--- src/design/min_window_all_labels_assert.svh ---
// Assertion macros for the minimum covering window block.
// Each macro samples on clk and is disabled while rst_n is low.
`ifndef MIN_WINDOW_ALL_LABELS_ASSERT_SVH
`define MIN_WINDOW_ALL_LABELS_ASSERT_SVH

// Check a property at every clock edge out of reset.
`define MWAL_ASSERT(label, prop, msg) \
  label: assert property (@(posedge clk) disable iff (!rst_n) prop) else $error(msg);

// Check that a condition in one cycle implies another in the next cycle.
`define MWAL_ASSERT_NEXT(label, pre, post, msg) \
  label: assert property (@(posedge clk) disable iff (!rst_n) (pre) |=> (post)) else $error(msg);

`endif

--- src/design/mwal_pkg.sv ---
// Shared types and constants for the minimum covering window block.
// No dependencies; used by the interfaces, the position store and the top level.
package mwal_pkg;

  localparam int MAX_WORDS = 64;
  localparam int POS_W     = 30;
  localparam int WORD_W    = $clog2(MAX_WORDS);
  localparam int LEN_W     = 31;
  localparam int CNT_W     = $clog2(MAX_WORDS + 1);
  localparam int CFG_W     = 7;

  typedef logic [POS_W-1:0]  pos_t;
  typedef logic [WORD_W-1:0] word_t;
  typedef logic [LEN_W-1:0]  len_t;
  typedef logic [CNT_W-1:0]  cnt_t;
  typedef logic [CFG_W-1:0]  cfg_t;

  localparam pos_t POS_MAX    = '1;
  localparam cnt_t WORDS_LAST = CNT_W'(MAX_WORDS);

  typedef enum logic [2:0] {
    S_IDLE,
    S_LOOKUP,
    S_UPDATE,
    S_SCAN,
    S_MEASURE,
    S_DONE
  } state_t;

  // Request from the sequencer to the position store.
  typedef struct packed {
    logic  we;
    word_t waddr;
    pos_t  wdata;
    word_t raddr;
  } mem_req_t;

endpackage

--- src/design/mwal_if.sv ---
// Valid/ready channel interfaces for the minimum covering window block.
// Depends on mwal_pkg for the payload types.
interface mwal_in_if;
  logic                 valid;
  logic                 ready;
  mwal_pkg::pos_t       position;
  mwal_pkg::word_t      word;
  logic                 last;

  modport source (output valid, output position, output word, output last, input ready);
  modport sink   (input valid, input position, input word, input last, output ready);
endinterface

interface mwal_out_if;
  logic                 valid;
  logic                 ready;
  mwal_pkg::len_t       best_length;
  logic                 found;
  logic                 final_res;

  modport source (output valid, output best_length, output found, output final_res,
                  input ready);
  modport sink   (input valid, input best_length, input found, input final_res,
                  output ready);
endinterface

interface mwal_cfg_if;
  logic                 valid;
  logic                 ready;
  mwal_pkg::cfg_t       words_in_use;

  modport source (output valid, output words_in_use, input ready);
  modport sink   (input valid, input words_in_use, output ready);
endinterface

--- src/design/mwal_pos_store.sv ---
// Last-seen position store: one write port, one read port with registered data.
// Depends on mwal_pkg for the request struct and widths.
module mwal_pos_store (
  input  logic                clk,
  input  mwal_pkg::mem_req_t  req,
  output mwal_pkg::pos_t      rd_data
);

  mwal_pkg::pos_t mem [mwal_pkg::MAX_WORDS];
  mwal_pkg::pos_t rd_data_r;

  always_ff @(posedge clk) begin
    if (req.we) begin
      mem[req.waddr] <= req.wdata;
    end
    rd_data_r <= mem[req.raddr];
  end

  assign rd_data = rd_data_r;

endmodule

--- src/design/min_window_all_labels.sv ---
// Top level of the minimum covering window block: sequencer, coverage state and
// output register. Depends on mwal_pkg, the channel interfaces and mwal_pos_store.
//
// Usage:
//   in_if  : occurrence words (position, word, last), accepted on valid & ready.
//   out_if : one result word per input word (best_length, found, final_res).
//   cfg_if : writes words_in_use (0 acts as 1, above 64 saturates); a write
//            also clears the set state. Write only while the block is idle.
// Sequencing:
//   An accepted word passes S_LOOKUP and S_UPDATE, then goes straight to S_DONE
//   when its label is not in use, through S_MEASURE when the left edge holds,
//   and through S_SCAN and S_MEASURE when the leftmost label reappears (or on the
//   first label of a set): the left edge is then rebuilt by a minimum scan over
//   the 64 stored positions, one entry per cycle through the single read port of
//   the position store. A new word is taken only once the result is registered,
//   so no word is taken before the block is through with the last one.
// Reset (rst_n low, synchronous) clears all set state and sets words_in_use to 1.
// The result sits in an output register; the block accepts the next word while
// it waits, and holds its next result until out_if.ready frees the register.
`include "min_window_all_labels_assert.svh"

module min_window_all_labels (
  input  logic        clk,
  input  logic        rst_n,
  mwal_in_if.sink     in_if,
  mwal_out_if.source  out_if,
  mwal_cfg_if.sink    cfg_if
);

  mwal_pkg::state_t state_r, state_nxt;

  mwal_pkg::cfg_t  words_in_use_r, words_in_use_nxt;
  mwal_pkg::pos_t  pos_r, pos_nxt;
  mwal_pkg::word_t word_r, word_nxt;
  logic            last_r, last_nxt;

  logic [mwal_pkg::MAX_WORDS-1:0] seen_mark_r, seen_mark_nxt;
  mwal_pkg::cnt_t  labels_found_r, labels_found_nxt;
  mwal_pkg::pos_t  left_edge_r, left_edge_nxt;
  mwal_pkg::len_t  best_r, best_nxt;
  logic            best_valid_r, best_valid_nxt;

  mwal_pkg::cnt_t  scan_cnt_r, scan_cnt_nxt;
  mwal_pkg::pos_t  min_r, min_nxt;
  logic            rd_valid_r, rd_valid_nxt;
  logic            rd_mark_r, rd_mark_nxt;

  logic            out_valid_r, out_valid_nxt;
  mwal_pkg::len_t  out_len_r, out_len_nxt;
  logic            out_found_r, out_found_nxt;
  logic            out_final_r, out_final_nxt;

  mwal_pkg::mem_req_t mem_req;
  mwal_pkg::pos_t     rd_data;

  mwal_pkg::cnt_t  n_eff;
  logic            in_use;
  logic            was_seen;
  logic            need_scan;
  logic            scan_issue;
  logic            covered;
  mwal_pkg::len_t  win_len;
  logic            out_free;
  logic            in_acc;
  logic            cfg_acc;

  mwal_pos_store u_store (
    .clk     (clk),
    .req     (mem_req),
    .rd_data (rd_data)
  );

  assign in_if.ready   = (state_r == mwal_pkg::S_IDLE);
  assign cfg_if.ready  = (state_r == mwal_pkg::S_IDLE);
  assign in_acc        = in_if.valid & in_if.ready;
  assign cfg_acc       = cfg_if.valid & cfg_if.ready;

  assign out_if.valid       = out_valid_r;
  assign out_if.best_length = out_len_r;
  assign out_if.found       = out_found_r;
  assign out_if.final_res   = out_final_r;
  assign out_free           = !out_valid_r || out_if.ready;

  // Effective label count: zero acts as one, saturate at the table depth.
  always_comb begin
    if (words_in_use_r == '0) begin
      n_eff = mwal_pkg::CNT_W'(1);
    end else if (mwal_pkg::CNT_W'(words_in_use_r) > mwal_pkg::WORDS_LAST) begin
      n_eff = mwal_pkg::WORDS_LAST;
    end else begin
      n_eff = mwal_pkg::CNT_W'(words_in_use_r);
    end
  end

  assign in_use     = mwal_pkg::CNT_W'(word_r) < n_eff;
  assign was_seen   = seen_mark_r[word_r];
  assign need_scan  = (labels_found_r == '0) || (was_seen && (rd_data == left_edge_r));
  assign scan_issue = scan_cnt_r < mwal_pkg::WORDS_LAST;
  assign covered    = (labels_found_r == n_eff) && (pos_r >= left_edge_r);
  assign win_len    = mwal_pkg::LEN_W'(pos_r - left_edge_r) + mwal_pkg::LEN_W'(1);

  // Next state.
  always_comb begin
    state_nxt = state_r;
    case (state_r)
      mwal_pkg::S_IDLE: begin
        if (in_acc) state_nxt = mwal_pkg::S_LOOKUP;
      end
      mwal_pkg::S_LOOKUP: state_nxt = mwal_pkg::S_UPDATE;
      mwal_pkg::S_UPDATE: begin
        if (!in_use) begin
          state_nxt = mwal_pkg::S_DONE;
        end else if (need_scan) begin
          state_nxt = mwal_pkg::S_SCAN;
        end else begin
          state_nxt = mwal_pkg::S_MEASURE;
        end
      end
      mwal_pkg::S_SCAN: begin
        if (!scan_issue) state_nxt = mwal_pkg::S_MEASURE;
      end
      mwal_pkg::S_MEASURE: state_nxt = mwal_pkg::S_DONE;
      mwal_pkg::S_DONE: begin
        if (out_free) state_nxt = mwal_pkg::S_IDLE;
      end
      default: state_nxt = mwal_pkg::S_IDLE;
    endcase
  end

  // Datapath and outputs.
  always_comb begin
    words_in_use_nxt = words_in_use_r;
    pos_nxt          = pos_r;
    word_nxt         = word_r;
    last_nxt         = last_r;
    seen_mark_nxt    = seen_mark_r;
    labels_found_nxt = labels_found_r;
    left_edge_nxt    = left_edge_r;
    best_nxt         = best_r;
    best_valid_nxt   = best_valid_r;
    scan_cnt_nxt     = scan_cnt_r;
    min_nxt          = min_r;
    rd_valid_nxt     = 1'b0;
    rd_mark_nxt      = seen_mark_r[scan_cnt_r[mwal_pkg::WORD_W-1:0]];
    out_valid_nxt    = out_valid_r && !out_if.ready;
    out_len_nxt      = out_len_r;
    out_found_nxt    = out_found_r;
    out_final_nxt    = out_final_r;

    mem_req.we    = 1'b0;
    mem_req.waddr = word_r;
    mem_req.wdata = pos_r;
    mem_req.raddr = scan_cnt_r[mwal_pkg::WORD_W-1:0];

    case (state_r)
      mwal_pkg::S_IDLE: begin
        if (in_acc) begin
          pos_nxt  = in_if.position;
          word_nxt = in_if.word;
          last_nxt = in_if.last;
        end
        if (cfg_acc) begin
          words_in_use_nxt = cfg_if.words_in_use;
          seen_mark_nxt    = '0;
          labels_found_nxt = '0;
          left_edge_nxt    = '0;
          best_nxt         = '0;
          best_valid_nxt   = 1'b0;
        end
      end
      mwal_pkg::S_LOOKUP: begin
        mem_req.raddr = word_r;
      end
      mwal_pkg::S_UPDATE: begin
        if (in_use) begin
          mem_req.we            = 1'b1;
          seen_mark_nxt[word_r] = 1'b1;
          if (!was_seen) labels_found_nxt = labels_found_r + mwal_pkg::CNT_W'(1);
          scan_cnt_nxt = '0;
          min_nxt      = mwal_pkg::POS_MAX;
        end
      end
      mwal_pkg::S_SCAN: begin
        // Fold the entry read last cycle into the running minimum.
        if (rd_valid_r && rd_mark_r && (rd_data < min_r)) min_nxt = rd_data;
        if (scan_issue) begin
          rd_valid_nxt = 1'b1;
          scan_cnt_nxt = scan_cnt_r + mwal_pkg::CNT_W'(1);
        end else begin
          left_edge_nxt = min_nxt;
        end
      end
      mwal_pkg::S_MEASURE: begin
        if (covered && (!best_valid_r || (win_len < best_r))) begin
          best_nxt       = win_len;
          best_valid_nxt = 1'b1;
        end
      end
      mwal_pkg::S_DONE: begin
        if (out_free) begin
          out_valid_nxt = 1'b1;
          out_len_nxt   = best_valid_r ? best_r : '0;
          out_found_nxt = best_valid_r;
          out_final_nxt = last_r;
          // End of set: drop all coverage state.
          if (last_r) begin
            seen_mark_nxt    = '0;
            labels_found_nxt = '0;
            left_edge_nxt    = '0;
            best_nxt         = '0;
            best_valid_nxt   = 1'b0;
          end
        end
      end
      default: ;
    endcase
  end

  always_ff @(posedge clk) begin
    if (!rst_n) begin
      state_r        <= mwal_pkg::S_IDLE;
      words_in_use_r <= mwal_pkg::CFG_W'(1);
      seen_mark_r    <= '0;
      labels_found_r <= '0;
      left_edge_r    <= '0;
      best_r         <= '0;
      best_valid_r   <= 1'b0;
      scan_cnt_r     <= '0;
      rd_valid_r     <= 1'b0;
      out_valid_r    <= 1'b0;
    end else begin
      state_r        <= state_nxt;
      words_in_use_r <= words_in_use_nxt;
      seen_mark_r    <= seen_mark_nxt;
      labels_found_r <= labels_found_nxt;
      left_edge_r    <= left_edge_nxt;
      best_r         <= best_nxt;
      best_valid_r   <= best_valid_nxt;
      scan_cnt_r     <= scan_cnt_nxt;
      rd_valid_r     <= rd_valid_nxt;
      out_valid_r    <= out_valid_nxt;
    end
  end

  always_ff @(posedge clk) begin
    pos_r       <= pos_nxt;
    word_r      <= word_nxt;
    last_r      <= last_nxt;
    min_r       <= min_nxt;
    rd_mark_r   <= rd_mark_nxt;
    out_len_r   <= out_len_nxt;
    out_found_r <= out_found_nxt;
    out_final_r <= out_final_nxt;
  end

  `MWAL_ASSERT(a_count_matches_marks, (labels_found_r == mwal_pkg::CNT_W'($countones(seen_mark_r))), "label count disagrees with seen marks")
  `MWAL_ASSERT(a_count_in_range, (labels_found_r <= n_eff), "label count above labels in use")
  `MWAL_ASSERT(a_best_zero_when_none, (best_valid_r || (best_r == '0)), "best length set without a window")
  `MWAL_ASSERT_NEXT(a_scan_edge_bound, ((state_r == mwal_pkg::S_SCAN) && !scan_issue), (left_edge_r <= pos_r), "rebuilt left edge beyond current position")
  `MWAL_ASSERT_NEXT(a_result_after_done, ((state_r == mwal_pkg::S_DONE) && out_free), out_valid_r, "result not registered after completion")

endmodule

--- src/flat_wrapper.sv ---
// flat-port wrapper written by rule: the top's interface ports become plain ports
module min_window_all_labels_flat 
  (clk, rst_n, in_if_valid, in_if_position, in_if_word, in_if_last, in_if_ready, out_if_valid, out_if_best_length, out_if_found, out_if_final_res, out_if_ready, cfg_if_valid, cfg_if_words_in_use, cfg_if_ready);
  mwal_in_if in_if_i ();
  mwal_out_if out_if_i ();
  mwal_cfg_if cfg_if_i ();
  input  logic clk;
  input  logic rst_n;
  input wire logic [$bits(in_if_i.valid)-1:0] in_if_valid;
  input wire logic [$bits(in_if_i.position)-1:0] in_if_position;
  input wire logic [$bits(in_if_i.word)-1:0] in_if_word;
  input wire logic [$bits(in_if_i.last)-1:0] in_if_last;
  output wire logic [$bits(in_if_i.ready)-1:0] in_if_ready;
  output wire logic [$bits(out_if_i.valid)-1:0] out_if_valid;
  output wire logic [$bits(out_if_i.best_length)-1:0] out_if_best_length;
  output wire logic [$bits(out_if_i.found)-1:0] out_if_found;
  output wire logic [$bits(out_if_i.final_res)-1:0] out_if_final_res;
  input wire logic [$bits(out_if_i.ready)-1:0] out_if_ready;
  input wire logic [$bits(cfg_if_i.valid)-1:0] cfg_if_valid;
  input wire logic [$bits(cfg_if_i.words_in_use)-1:0] cfg_if_words_in_use;
  output wire logic [$bits(cfg_if_i.ready)-1:0] cfg_if_ready;
  assign in_if_i.valid = in_if_valid;
  assign in_if_i.position = in_if_position;
  assign in_if_i.word = in_if_word;
  assign in_if_i.last = in_if_last;
  assign in_if_ready = in_if_i.ready;
  assign out_if_valid = out_if_i.valid;
  assign out_if_best_length = out_if_i.best_length;
  assign out_if_found = out_if_i.found;
  assign out_if_final_res = out_if_i.final_res;
  assign out_if_i.ready = out_if_ready;
  assign cfg_if_i.valid = cfg_if_valid;
  assign cfg_if_i.words_in_use = cfg_if_words_in_use;
  assign cfg_if_ready = cfg_if_i.ready;
  min_window_all_labels u_core (.clk(clk), .rst_n(rst_n), .in_if(in_if_i), .out_if(out_if_i), .cfg_if(cfg_if_i));
endmodule
--- config.mk ---
export PLATFORM = sky130hd
export DESIGN_NAME = min_window_all_labels_flat
export DESIGN_NICKNAME = d
export VERILOG_FILES = /design/src/design/mwal_pkg.sv /design/src/design/mwal_if.sv /design/src/design/mwal_pos_store.sv /design/src/design/min_window_all_labels.sv /design/src/flat_wrapper.sv
export VERILOG_INCLUDE_DIRS = /design/src /design/src/design
export SDC_FILE = /design/constraint.sdc
export NUM_CORES = 2
export LEC_CHECK = 0
export BUFFER_PORTS_ARGS = -buffer_cell sky130_fd_sc_hd__buf_2
export CAP_MARGIN = 20
export CELL_PAD_IN_SITES_DETAIL_PLACEMENT = 1
export CELL_PAD_IN_SITES_GLOBAL_PLACEMENT = 1
export CORE_MARGIN = 2
export CORE_UTILIZATION = 40
export DETAILED_ROUTE_END_ITERATION = 6
export GPL_TIMING_DRIVEN = 0
export PLACE_DENSITY = 0.63
export SYNTH_ARGS = -nofsm -noshare
export SYNTH_HDL_FRONTEND = slang
export SYNTH_HIERARCHICAL = 1
export SYNTH_SLANG_ARGS = --single-unit
--- constraint.sdc ---
create_clock -name clk -period 14.5 [get_ports clk]
set_input_delay 0 -clock clk [delete_from_list [all_inputs] [get_ports clk]]
set_output_delay 0 -clock clk [all_outputs]
set_load 0.005 [all_outputs]
==> flow_summary_export.csv <==
group,metric,value,unit
synthesis,syn_inst,4928,
detailed_routing,drtPass1Iterations,6,
finish,drive_gt1_frac,0.2186,
placed_design,dp_slack,8.079,ns
finish,final_cell_mix,"edfxtp_1 (2020), mux4_2 (434), mux2i_1 (231)",
finish,register_area,64320,sq um
synthesis,synthArstFlopShare,0,
sta,worst_slew_pin_slew,1.213,ns
critical_path,critical_path.max_fanout,10,
detailed_routing,vias,50940,
critical_path,path_class,"reg -> reg",
finish,post-route-util,0.4774,
global_route,grt_pass1_vias,51680,
run,max_cap_violations,0,
floorplan,die_area,228300,sq um
global_route,gr-usage-all-layers,0.2361,
sta,hold_viol,0,
finish,final_cell_count_no_fill,8674,
sta,rsz0062_at_grt,"false",
critical_path,reg2reg_slack,8.01,ns
detailed_routing,drc_errors,0,
sta,drv_slew,0,
finish,multiInputGateArea,24100,sq um
synthesis,syn_area,89810,sq um
critical_path,crit_chain,"buf_2, buf_1, nor3b_1, clkbuf_2, mux2_2, buf_2, buf_4, buf_2, buf_2, mux2i_1, a22o_1, o21ai_0, nand4_1, nor2_1",
finish,nNetsFinal,5697,
detailed_routing,drtAntennaViolNets,0,
synthesis,yosys_warnings,6,
clock_tree,cts_tree,"built",
floorplan,floorplan.io_pins,85,
sta,min_period_over_period,0.4478,
synthesis,synth_edf_count,2020,
synthesis,ys_seq_elements,2203,
critical_path,arrival,7.22,ns
detailed_routing,routed_wl,271700,um
synthesis,synth_ff_type,"edfxtp_1",
clock_tree,cts_setup_buffers,0,
global_route,grt_pass1_wl,387600,um
global_route,grt-ovfl-total,0,
sta,finalCriticalPeriod,6.493,ns
floorplan,start_util,0.4032,
sta,fin_tns_setup,0,ns
power_and_ir_drop,ir_drop,113.9,uV
detailed_routing,initialDrtViolationCount,5575,
placed_design,dpl.cell_count,8146,
floorplan,die_h,477.9,um
critical_path,worstPathRequired,15.23,ns
critical_path,end_kind,"flip-flop",
finish,final_common_cell,"edfxtp_1",
hold_path,hold_path_class,"in -> reg",
clock_tree,h-tree-depth,4,
placed_design,dp_hpwl,191400,um
global_route,grt_max_degree,36,
clock_tree,clock_latency,0.88,ns
detailed_routing,vias_per_cell,5.873,
sta,max_slew_margin,0.1893,
synthesis,syn_nets,5120,
critical_path,slowest_delay,0.89,ns
sta,setup_viol,0,
placed_design,place_congestion,0.8787,
clock_tree,cts_buffers,221,
clock_tree,cts_buffer_depth,3,
detailed_routing,wl_per_cell,31.32,um
run_status,status,"completed",
floorplan,rows,173,
power_and_ir_drop,leakage,0.03372,uW
synthesis,yosysUniqueCellTypes,85,
finish,areaGrowthSynthToFinish,18.39,%
clock_tree,cts_resized,0,
sta,fmax,154.0,MHz
floorplan,core_area,222700,sq um
synthesis,synth_seq_area_share,0.7162,
critical_path,crit_top_cell,"buf_2",
clock_tree,cts-root-buf,"clkbuf_16",
clock_tree,path_clk_slew,0.06,ns
clock_tree,clock_sinks,2203,
power_and_ir_drop,power_density,178.6,nW/um^2
sta,fin_ws,8.007,ns
critical_path,start_kind,"flip-flop",
floorplan,die_w,477.9,um
global_route,antenna_found_initial,12,
sta,skew,0.06475,ns
synthesis,avgSynthCellArea,18.23,sq um
critical_path,slowest_stage,"nand4_1",
finish,nFillCells,20670,
placed_design,portBuffers,84,
critical path, delay by kind of cell (launching register included):
kind / cells / cell delay (ns)
AO/OA/AOI/OAI: 2 / 1.10
AND/OR/NAND/NOR: 3 / 1.90
buffers and inverters: 7 / 2.67
flip-flops: 1 / 0.30
multiplexers: 2 / 0.32
Yosys cell counts, drive strengths merged (92+ instances only):
library cell     n  share of area
ha             128          0.018
mux2i          231          0.026
inv            139         0.0058
dfxtp          183          0.041
nand2          140         0.0059
mux4           434           0.11
nor2           173         0.0074
a21oi          106         0.0059
buf            131         0.0095
o21ai           92         0.0051
a22oi          131          0.011
clkbuf         140         0.0059
edfxtp        2020           0.68
metal layers:
| metal | global-route usage | vias to the layer above | routed length [um] |
|---|---|---|---|
| met3 | 0.03101 | 412 | 18940 |
| li1 | - | 21220 | - |
| met5 | 0 | - | 40 |
| met1 | 0.3372 | 27260 | 115100 |
| met2 | 0.3742 | 2041 | 128100 |
| met4 | 0.07916 | 6 | 9454 |
power breakdown:
group          internal (uW)  switching, uW
Clock                   3210           2470
Combinational           2020           3640
Sequential              7410            235
Total                  12700           6340
final timing paths:
kind                                   from                                 to  depth (start not counted)
min reg2reg  u_core/best_r[16]$_SDFFE_PN0P_     u_core/best_r[16]$_SDFFE_PN0P_                          2
max          u_core/state_r[0]$_SDFFE_PN0P_  u_core/u_store/rd_data[7]$_DFF_P_                         14
max reg2reg  u_core/state_r[0]$_SDFFE_PN0P_  u_core/u_store/rd_data[7]$_DFF_P_                         14
min                             in_if_valid         u_core/word_r[0]$_DFFE_PP_                          3
per-stage QoR:
stage          area, sq um  hold slack, ns  power (uW)
5_1_grt             106300          0.1147       19580
2_1_floorplan        89810         0.09887       10720
3_5_place_dp         98010          0.1797       13360
4_1_cts             106300         0.05647       19050
3_3_place_gp         93960          0.1782       12970
6_report            106300          0.1313       19000
layout make-up:
| type | count | share of cell area |
|---|---|---|
| diodes | 7 | 0.0001647 |
| flip-flops and latches | 2203 | 0.6049 |
| plain buffers | 271 | 0.01293 |
| multi-input cells | 2315 | 0.2267 |
| repair buffers | 354 | 0.04778 |
| clock buffers | 265 | 0.05434 |
| well taps | 2975 | 0.03501 |
| inverters | 139 | 0.004907 |
| clock inverters | 145 | 0.01323 |
sequential cells by signal (all words and copies together) (netlist names), 3 cells and up:
signal                     flops
u_core/min_r                  30
u_core/word_r                  6
u_core/left_edge_r            30
u_core/state_r                 3
u_core/seen_mark_r            64
u_core/words_in_use_r          7
u_core/scan_cnt_r              7
u_core/out_if.best_length     31
u_core/u_store/rd_data        30
u_core/labels_found_r          7
u_core/u_store/mem          1920
u_core/pos_r                  30
u_core/best_r                 31
cell families after synthesis:
| group | share of synthesized area |
|---|---|
| fa+ha+maj | 0.02118 |
| buf+inv | 0.02112 |
| compound gates | 0.05631 |
| mux | 0.1369 |
| simple gates | 0.04197 |
| xor+xnor | 0.006339 |
| flops | 0.7162 |
timing repair:
action                                  in CTS  in global routing
endpoints found under the hold margin      116                  0
endpoints found under the setup margin       0                  0
hold buffers                               108                  0
Note: power is estimated with default switching activity, not from simulation.
